`config.mk`:
```
export PLATFORM = sky130hd
export DESIGN_NAME = lom_ctrl
export DESIGN_NICKNAME = d
export VERILOG_FILES = /design/src/rtl/limit_order_matcher_assert.svh /design/src/rtl/lom_pkg.sv /design/src/rtl/lom_ctrl.sv
export SDC_FILE = /design/constraint.sdc
export NUM_CORES = 1
export LEC_CHECK = 0
export ABC_AREA = 1
export BUFFER_PORTS_ARGS = -buffer_cell sky130_fd_sc_hd__buf_4
export CAP_MARGIN = 0
export CORE_AREA = 2 2 42 44
export DETAILED_ROUTE_END_ITERATION = 6
export DIE_AREA = 0 0 44 46
export GPL_TIMING_DRIVEN = 0
export PLACE_DENSITY = 0.86
export SETUP_SLACK_MARGIN = 0.3
export SLEW_MARGIN = 20
export SYNTH_ARGS = -nofsm -noshare
export SYNTH_HDL_FRONTEND = slang
export SYNTH_SLANG_ARGS = --single-unit
```
`constraint.sdc`:
```
create_clock -name clk_i -period 1.8 [get_ports clk_i]
set_input_delay 0.18 -clock clk_i [delete_from_list [all_inputs] [get_ports clk_i]]
set_output_delay 0.18 -clock clk_i [all_outputs]
set_load 0.01 [all_outputs]
```
`src/rtl/limit_order_matcher_assert.svh`:
```
// ----------------------------------------------------------------------------
// limit order matcher assertion macros
// Concurrent checks on clk_i, disabled while rst_ni is low.
// ----------------------------------------------------------------------------
`ifndef LIMIT_ORDER_MATCHER_ASSERT_SVH
`define LIMIT_ORDER_MATCHER_ASSERT_SVH
`ifndef NO_ASSERTIONS
`define LOM_ASSERT_IMP(lbl, a, b, msg) \
  lbl: assert property (@(posedge clk_i) disable iff (!rst_ni) (a) |-> (b)) \
    else $error(msg);
`define LOM_ASSERT_NXT(lbl, a, b, msg) \
  lbl: assert property (@(posedge clk_i) disable iff (!rst_ni) (a) |=> (b)) \
    else $error(msg);
`else
`define LOM_ASSERT_IMP(lbl, a, b, msg)
`define LOM_ASSERT_NXT(lbl, a, b, msg)
`endif
`endif

```
`src/rtl/lom_pkg.sv`:
```
// ----------------------------------------------------------------------------
// lom_pkg
// Shared types and constants of the limit order matcher.
// ----------------------------------------------------------------------------
package lom_pkg;

  localparam int unsigned PriceLevelsDef = 1024;
  localparam int unsigned OrderSlotsDef  = 1024;
  localparam int unsigned MaxFillsDef    = 63;

  localparam int unsigned IdW   = 32;
  localparam int unsigned TickW = 10;
  localparam int unsigned QtyW  = 24;
  localparam int unsigned KindW = 3;

  typedef enum logic {
    CMD_ADD    = 1'b0,
    CMD_CANCEL = 1'b1
  } lom_cmd_e;

  typedef enum logic [KindW-1:0] {
    KIND_FILL      = 3'd0,
    KIND_RESTED    = 3'd1,
    KIND_DONE      = 3'd2,
    KIND_CANCELLED = 3'd3,
    KIND_UNKNOWN   = 3'd4,
    KIND_FULL      = 3'd5,
    KIND_CAP       = 3'd6
  } lom_kind_e;

  typedef struct packed {
    logic             cmd;
    logic [IdW-1:0]   order_id;
    logic             side;
    logic [TickW-1:0] price_tick;
    logic [QtyW-1:0]  quantity;
  } lom_item_t;

  typedef struct packed {
    logic [KindW-1:0] result_kind;
    logic [IdW-1:0]   buy_id;
    logic [IdW-1:0]   sell_id;
    logic [TickW-1:0] fill_price;
    logic [QtyW-1:0]  fill_qty;
    logic             last;
  } lom_result_t;

  typedef enum logic [4:0] {
    OP_NONE,
    OP_CLEAR,
    OP_LOAD,
    OP_T_STEP,
    OP_HEAD_SEL,
    OP_HEAD_LATCH,
    OP_FILL,
    OP_SCAN_INIT,
    OP_SCAN_STEP,
    OP_REST_SEL,
    OP_REST,
    OP_CAN_SEL,
    OP_CANCEL,
    OP_MISS,
    OP_DONE,
    OP_CAP,
    OP_FULL
  } lom_op_e;

  typedef struct packed {
    lom_op_e op;
    logic    slot_scan;
    logic    lvl_srch;
  } lom_ctl_t;

  typedef struct packed {
    logic clr_done;
    logic is_cancel;
    logic qty_zero;
    logic occ_hit;
    logic t_at_limit;
    logic cap_hit;
    logic rem_cleared;
    logic slot_free;
    logic id_hit;
    logic scan_last;
  } lom_stat_t;

endpackage

```
`src/rtl/lom_ctrl.sv`:
```
// ----------------------------------------------------------------------------
// lom_ctrl
// Sequencer: clear pass, level search, fills, slot scans, rest and cancel.
// ----------------------------------------------------------------------------
module lom_ctrl import lom_pkg::*; (
  input  logic      clk_i,
  input  logic      rst_ni,
  input  logic      start,
  output logic      busy,
  input  lom_stat_t stat_i,
  output lom_ctl_t  ctl_o
);

  typedef enum logic [4:0] {
    S_CLR, S_IDLE, S_DISP, S_XRD, S_XCHK, S_HRD, S_HCHK, S_SRD, S_FILL, S_FIN,
    S_FRD, S_FCHK, S_RRD, S_REST, S_CRD, S_CCHK, S_CLRD, S_CAN
  } state_e;

  state_e state_q, state_d;
  logic   busy_q;

  always_comb begin
    state_d = state_q;
    ctl_o   = '{op: OP_NONE, slot_scan: 1'b0, lvl_srch: 1'b0};
    case (state_q)
      S_CLR: begin
        ctl_o.op = OP_CLEAR;
        if (stat_i.clr_done) state_d = S_IDLE;
      end
      S_IDLE: begin
        if (start) begin
          ctl_o.op = OP_LOAD;
          state_d  = S_DISP;
        end
      end
      S_DISP: begin
        ctl_o.slot_scan = 1'b1;
        if (stat_i.is_cancel) begin
          state_d = S_CRD;
        end else if (stat_i.qty_zero) begin
          ctl_o.op = OP_DONE;
          state_d  = S_IDLE;
        end else begin
          state_d = S_XRD;
        end
      end
      S_XRD: begin
        ctl_o.lvl_srch = 1'b1;
        state_d        = S_XCHK;
      end
      S_XCHK: begin
        if (stat_i.occ_hit) begin
          if (stat_i.cap_hit) begin
            ctl_o.op = OP_CAP;
            state_d  = S_IDLE;
          end else begin
            ctl_o.op = OP_HEAD_SEL;
            state_d  = S_HRD;
          end
        end else if (stat_i.t_at_limit) begin
          ctl_o.op = OP_SCAN_INIT;
          state_d  = S_FRD;
        end else begin
          ctl_o.op = OP_T_STEP;
          state_d  = S_XRD;
        end
      end
      S_HRD: state_d = S_HCHK;
      S_HCHK: begin
        ctl_o.op = OP_HEAD_LATCH;
        state_d  = S_SRD;
      end
      S_SRD: state_d = S_FILL;
      S_FILL: begin
        ctl_o.op = OP_FILL;
        state_d  = stat_i.rem_cleared ? S_FIN : S_XRD;
      end
      S_FIN: begin
        ctl_o.op = OP_DONE;
        state_d  = S_IDLE;
      end
      S_FRD: begin
        ctl_o.slot_scan = 1'b1;
        state_d         = S_FCHK;
      end
      S_FCHK: begin
        if (stat_i.slot_free) begin
          ctl_o.op = OP_REST_SEL;
          state_d  = S_RRD;
        end else if (stat_i.scan_last) begin
          ctl_o.op = OP_FULL;
          state_d  = S_IDLE;
        end else begin
          ctl_o.op = OP_SCAN_STEP;
          state_d  = S_FRD;
        end
      end
      S_RRD: state_d = S_REST;
      S_REST: begin
        ctl_o.op = OP_REST;
        state_d  = S_IDLE;
      end
      S_CRD: begin
        ctl_o.slot_scan = 1'b1;
        state_d         = S_CCHK;
      end
      S_CCHK: begin
        if (stat_i.id_hit) begin
          ctl_o.op = OP_CAN_SEL;
          state_d  = S_CLRD;
        end else if (stat_i.scan_last) begin
          ctl_o.op = OP_MISS;
          state_d  = S_IDLE;
        end else begin
          ctl_o.op = OP_SCAN_STEP;
          state_d  = S_CRD;
        end
      end
      S_CLRD: state_d = S_CAN;
      S_CAN: begin
        ctl_o.op = OP_CANCEL;
        state_d  = S_IDLE;
      end
      default: state_d = S_IDLE;
    endcase
  end

  always_ff @(posedge clk_i or negedge rst_ni) begin
    if (!rst_ni) begin
      state_q <= S_CLR;
      busy_q  <= 1'b1;
    end else begin
      state_q <= state_d;
      busy_q  <= state_d != S_IDLE;
    end
  end

  assign busy = busy_q;

endmodule

```
### Word-level counts from Yosys, hierarchy flattened

Index checks and enable logic that the tools add are counted.

* $add $sub $neg: 0
* multiply operators: 0
* divide/modulo/power cells: 0
* magnitude comparators: 0
* eq/ne operators: 18
* shift-type cells: 0
* muxes and demuxes: 26
* bitwise operators: 0
* reductions and logical operators: 2

Operator list (number)
* 5-bit one-hot mux with 15 select lines: 1
* 5-bit one-hot mux with 11 select lines: 1
* 5-bit by 4-bit equality test with 1-bit output (second input constant): 8
* 5-bit 2-to-1 mux: 8
* 4-bit 2-to-1 mux: 8
* 5-bit by 3-bit equality test with 1-bit output (second input constant): 4
* 3-bit 2-to-1 mux: 4
* 5-bit by 2-bit equality test with 1-bit output (second input constant): 2
* 5-bit equality test (second input constant): 2
* 5-bit by 1-bit equality test with 1-bit output (second input constant): 1
* 5-bit zero test: 1
* 5-bit by 1-bit != test with 1-bit output (second input constant): 1
* 2-bit 2-to-1 mux: 2
* 3-bit OR reduction: 1
* 1-bit 2-to-1 mux: 2

* bits in registers: 6
* latch bits: 0
* bits in writable memories: 0
* bits in read-only memories: 0
* input port bits: 13
* word-level logic and storage cells: 48
* memories kept: 0

### Depth between registers and ports, before layout

Gate-level depths: netlist of run 1.

* word-level depth: 4
* mapped depth: 11
* mapped depth without buffers: 10

### Worst setup path before layout of run 1

OpenSTA, ideal clock, no wires.

* kind: register to output
* start: register state_q[4]
* end: output port ctl_o[2] in the netlist's numbering
* data arrival time: 1160 ps
* setup slack: 460 ps
* stages on the path, launching flop included: 8
* path buffers: 0
* cells stage by stage: dfrtp_1 -> nor2_4 -> nand2_2 -> nor2_4 -> nand2_1 -> nand2_1 -> nor3_1 -> o21ai_0

RTL lines
* start: declaration: RTL line lom_ctrl.sv:19 `state_e state_q, state_d;`
* start signal: assignment: RTL line lom_ctrl.sv:133 `state_q <= state_d;`
* end: declaration: RTL line lom_ctrl.sv:11 `output lom_ctl_t ctl_o`

==> results.tsv, run 1 <==
metric	value	unit
combPwrFrac	0.802	
wl_per_cell	14.3	µm
seq_area_frac_synth	0.199	
fillerInstances	120	
drtPass1Iterations	4	
core_area	0.00161	mm²
cts-root-buf	clkbuf_4	
placement_rows	15	
drive_above_1_share	0.432	
slowest_stage	dfrtp_2	
cts_num_sinks	6	
yosysUniqueCellTypes	20	
synth_seq_cells	6	
worst_pin_slew	287	ps
worstPathCellList	nor2_4 -> buf_6 -> nand4_1 -> nor2_2 -> a31oi_2 -> nand4_1 -> buf_4	
drv_cap	0	
cp_common_cell	nand4_1	
cts_max_level	1	
drt_wl_total	2970	µm
grt_pass1_wl	4300	µm
hold_viol	0	
port_buffers	20	
syn_inst	142	
viasPerCell	5.82	
crit_required	1620	ps
whs	280	ps
grt_max_degree	10	
clk_latency	240	ps
final_core_util	0.773	
end_kind	primary output	
seqPwrFrac	0.134	
routabilityCongestion	0.953	
netSwitchingFraction	0.492	
worst_slew_margin_rel	0.806	
dieArea	0.00202	mm²
globalRouteOverflowTotal	0	
syn_area	762	µm²
syn_nets	155	
synth_area_per_cell	5.37	µm²
die_w	44	µm
cts_tree	built	
chipHeight	46	µm
ys_warn_count	0	
grt_pass1_vias	1039	
initialDrtViolationCount	84	
power	1.95	mW
use_met2	0.471	
p_sw	0.960	mW
max_stage_delay	460	ps
hpwlAfterDp	1790	µm
internal_power	0.990	mW
start_kind	flop	
num_antenna_cells	0	
final_common_cell	nand2_1	
top_usage_layer	met2	
cts.path.max_buffers	2	
reg2regPathDepth	12	
fin_crit_sh	0.957	
met1_usage	0.339	
critical_path_class	flop to primary output	
power.leakage	0.740	nW
min_period	1720	ps
power_density	1560	mW/mm²
synthToLayoutAreaGrowth	63.7	%
tns	0	ps
finalSetupViolCount	0	
power.share.clock	0.065	
num_vias	1204	
clk_pin_slew	50	ps
outcome	complete, no violations	
grt_setup_unrepaired	true	
worstHoldPathType	input pin to async pin	
timing.final.max_slew_violations	0	
layout.nets	204	
ant_nets	0	
finClkSkew	6.97	ps
cp_max_fo	5	
final_cell_mix	nand2_1, buf_4, inv_1	
ios	21	
grt.total_usage	0.278	
antenna_found_initial	0	
arrival	1540	ps
start_util	0.472	
met3_usage	0.0159	
vdd_drop_max	933	µV
cts_made_buffers	3	
drcViolationCount	0	
fmax	580	MHz
[synthesized netlist by cell type]
cell / count / area (µm²)
o21ai_1: 1 / 5.00
nand4_1: 8 / 50.1
inv_1: 21 / 78.8
nor3_1: 2 / 10.0
nand3_2: 1 / 10.0
nor2_4: 3 / 33.8
or2_2: 1 / 6.26
inv_2: 4 / 15.0
buf_2: 2 / 10.0
nand2_1: 42 / 158
a31oi_1: 1 / 6.26
o311ai_0: 1 / 8.76
nand3_1: 16 / 80.1
nand2_2: 2 / 12.5
nor2_1: 25 / 93.8
a21oi_1: 2 / 10.0
o21ai_0: 2 / 10.0
dfstp_2: 1 / 26.3
dfrtp_1: 5 / 125
nor2_2: 2 / 12.5
[layer usage]
layer	part of all wire	wire length [µm]
met5	0	0
met4	0.051	151
met2	0.47	1390
met3	0.10	308
met1	0.38	1120
[path summary, 6_finish.rpt]
check / from / endpoint / slack (ps)
max: state_q[4] / ctl_o[3] / 80
min: rst_ni / state_q[1] / 280
max reg2reg: state_q[3] / busy / 220
min reg2reg: state_q[0] / state_q[4] / 780
max in group asynchronous: rst_ni / busy / 1310
min in group clk_i: stat_i[3] / state_q[3] / 310
[critical path, delay by kind of cell (launching register included)]
kind            cells  cell delay, ps
simple gates        4             540
flops               1             460
buf+inv             2             250
compound gates      1              60
[metrics by stage]
stage / instances / setup slack, ps / instance area [µm²]
6_report: 207 / 77.3 / 1250
2_1_floorplan: 142 / 460 / 762
4_1_cts: 201 / 149 / 1140
5_1_grt: 207 / -2.18 / 1250
3_5_place_dp: 179 / 245 / 933
3_3_place_gp: 179 / 236 / 933
[logic make-up (layout without fill, tap and decap cells)]
group	Yosys count	in the layout	share of synthesized area
and+or+nand+nor	102	102	0.612
DFF	6	6	0.199
buffers and inverters	27	75	0.136
AOI/OAI and AO/OA	7	7	0.0525
[cell type report]
cell class	instances	area (µm²)	area share
multi-input cells	109	583	0.467
repair buffers	44	345	0.277
flip-flops and latches	6	155	0.124
inverters	25	93.8	0.0752
clock buffers	4	26.3	0.0211
plain buffers	2	22.5	0.0181
well taps	17	21.3	0.0171
[registers in the layout, summed over array words and instances (netlist names)]
register	cells
state_q	5
busy	1
[timing repair]
item                                    in CTS  in global routing
hold buffers                                 1                  0
setup buffers                               17                  5
gates cloned                                 0                  1
endpoints found under the setup margin       6                 12
pin swaps                                    6                 17
resized for setup                           17                 18
hold endpoints to repair                     6                  0
[power by group through the flow]
| stage | logic, mW | registers [mW] | clock network [mW] |
|---|---|---|---|
| floorplan | 0.690 | 0.244 | 0 |
| global route | 1.69 | 0.268 | 0.141 |
| global placement | 0.969 | 0.245 | 0 |
| CTS | 1.29 | 0.244 | 0.134 |
| detailed placement | 0.989 | 0.247 | 0 |
| finish | 1.56 | 0.261 | 0.126 |
No activity file was read; power rests on OpenSTA's default activity.
==> run 2, diff against run 1 <==
Settings changed: CORE_AREA 2 2 42 44 to 2 2 41 43, CTS_BUF_LIST set to sky130_fd_sc_hd__clkbuf_2 sky130_fd_sc_hd__clkbuf_4 sky130_fd_sc_hd__clkbuf_8, DIE_AREA 0 0 44 46 to 0 0 43 45, PLACE_DENSITY 0.86 to 0.9, TNS_END_PERCENT set to 20.
==> run 2 against run 1 <==
Final area fell by 8.9%. Die area fell by 4.4%. Count of clock-buffer cells in the layout did not move. Non-clock buffer count fell by 10. Critical endpoint is now ctl_o[2]. Sequential power fell by 4%. Global-route usage fell by 0.27 points. Register-to-register slack improved by 20 ps. Worst hold slack improved by 8.7 ps. Combinational power fell by 13%. Clock power rose by 17%.
==> results.tsv, run 2 (synthesis results as in run 1) <==
metric	value	unit
cts_made_buffers	3	
grt_max_degree	10	
clk_pin_slew	50	ps
num_vias	1141	
routabilityCongestion	0.928	
clk_latency	250	ps
hold_viol	0	
drtPass1Iterations	5	
cts_max_level	1	
outcome	complete, no violations	
cp_max_fo	9	
vdd_drop_max	1230	µV
chipHeight	45	µm
arrival	1600	ps
start_kind	flop	
placement_rows	14	
globalRouteOverflowTotal	0	
internal_power	0.873	mW
timing.final.max_slew_violations	0	
p_sw	0.886	mW
ios	21	
netSwitchingFraction	0.503	
dieArea	0.00194	mm²
final_core_util	0.772	
num_antenna_cells	0	
port_buffers	20	
combPwrFrac	0.774	
antenna_found_initial	0	
grt.total_usage	0.276	
fin_crit_sh	0.992	
finalSetupViolCount	0	
worst_slew_margin_rel	0.797	
placed_area	932	µm²
min_period	1780	ps
wl_per_cell	14.8	µm
seqPwrFrac	0.142	
worst_pin_slew	300	ps
drv_cap	0	
start_util	0.518	
crit_required	1620	ps
final_common_cell	nand2_1	
core_area	0.00147	mm²
cts.path.max_buffers	2	
fin_area	0.00114	mm²
drive_above_1_share	0.361	
hpwlAfterDp	1750	µm
fillerInstances	108	
multi_input_area	547	µm²
grt_setup_unrepaired	true	
power.leakage	0.682	nW
power_density	1550	mW/mm²
power.share.clock	0.084	
drcViolationCount	0	
final_cell_mix	nand2_1, buf_4, nor2_1	
die_w	43	µm
cts-root-buf	clkbuf_4	
worstHoldPathType	input pin to flop	
largest_register_ffs	5	
fmax	560	MHz
grt_pass1_wl	4000	µm
grt_pass1_vias	891	
ant_nets	0	
viasPerCell	5.82	
drt_wl_total	2910	µm
cts_num_sinks	6	
initialDrtViolationCount	80	
critical_path_class	flop to primary output	
layout.nets	194	
largest-register	state_q	
synthToLayoutAreaGrowth	49.1	%
place_ws	188	ps
worst_slack	15.1	ps
finClkSkew	14.0	ps
end_kind	primary output	
cts_tree	built	
whs	288	ps
seq_area	154	µm²
run 2: metrics by stage:
step | power, mW | setup TNS (ps) | std cells
2_1_floorplan | 0.934 | 0 | 142
6_report | 1.76 | 0 | 196
3_3_place_gp | 1.21 | 0 | 178
4_1_cts | 1.55 | 0 | 192
5_1_grt | 1.89 | -32.7 | 196
3_5_place_dp | 1.23 | 0 | 178
run 2: power by group through the flow:
| stage | registers [mW] | logic [mW] | clock network (mW) |
|---|---|---|---|
| global route | 0.251 | 1.48 | 0.160 |
| detailed placement | 0.248 | 0.986 | 0 |
| global placement | 0.249 | 0.966 | 0 |
| finish | 0.250 | 1.36 | 0.148 |
| CTS | 0.239 | 1.16 | 0.150 |
| floorplan | 0.244 | 0.690 | 0 |
run 2: repair_timing:
item | in CTS | in global routing
pin swaps | 4 | 8
hold buffers | 1 | 0
endpoints found under the setup margin | 6 | 12
gates resized for setup | 7 | 17
buffers inserted | 9 | 4
hold endpoints to repair | 6 | 0
run 2: path summary, 6_finish.rpt:
path	startpoint	endpoint	slack, ps	depth (start not counted)
worst min-delay path	stat_i[1]	state_q[4]	290	3
worst max-delay path	state_q[1]	ctl_o[2]	20	8
max in group asynchronous	rst_ni	busy	1270	2
worst min register to register	state_q[3]	state_q[1]	760	5
worst max register to register	state_q[1]	busy	240	12
min in group asynchronous	rst_ni	state_q[1]	310	2
run 2: cell type report:
class / instances / share of cell area
clock buffer: 4 / 0.0264
buffer: 2 / 0.0198
timing repair buffer: 34 / 0.237
sequential: 6 / 0.135
multi-input combinational: 109 / 0.481
tap: 16 / 0.0176
inverter: 25 / 0.0826
run 2: metal layers:
metal | wire length (µm) | GRT usage | vias to the layer above
met5 | 0 | 0 | -
met4 | 80 | 0.0424 | 0
met3 | 278 | 0.0360 | 10
met2 | 1450 | 0.485 | 86
met1 | 1100 | 0.372 | 516
li1 | - | - | 529
run 2: worst max-delay path, stage by stage (launching register included):
cell     delay (ps)
dfrtp_1         370
buf_6           150
nand2_2          80
nor2_4          170
nand2_2          90
a21oi_1         140
nor3_1           70
o21ai_0         110
buf_4           170
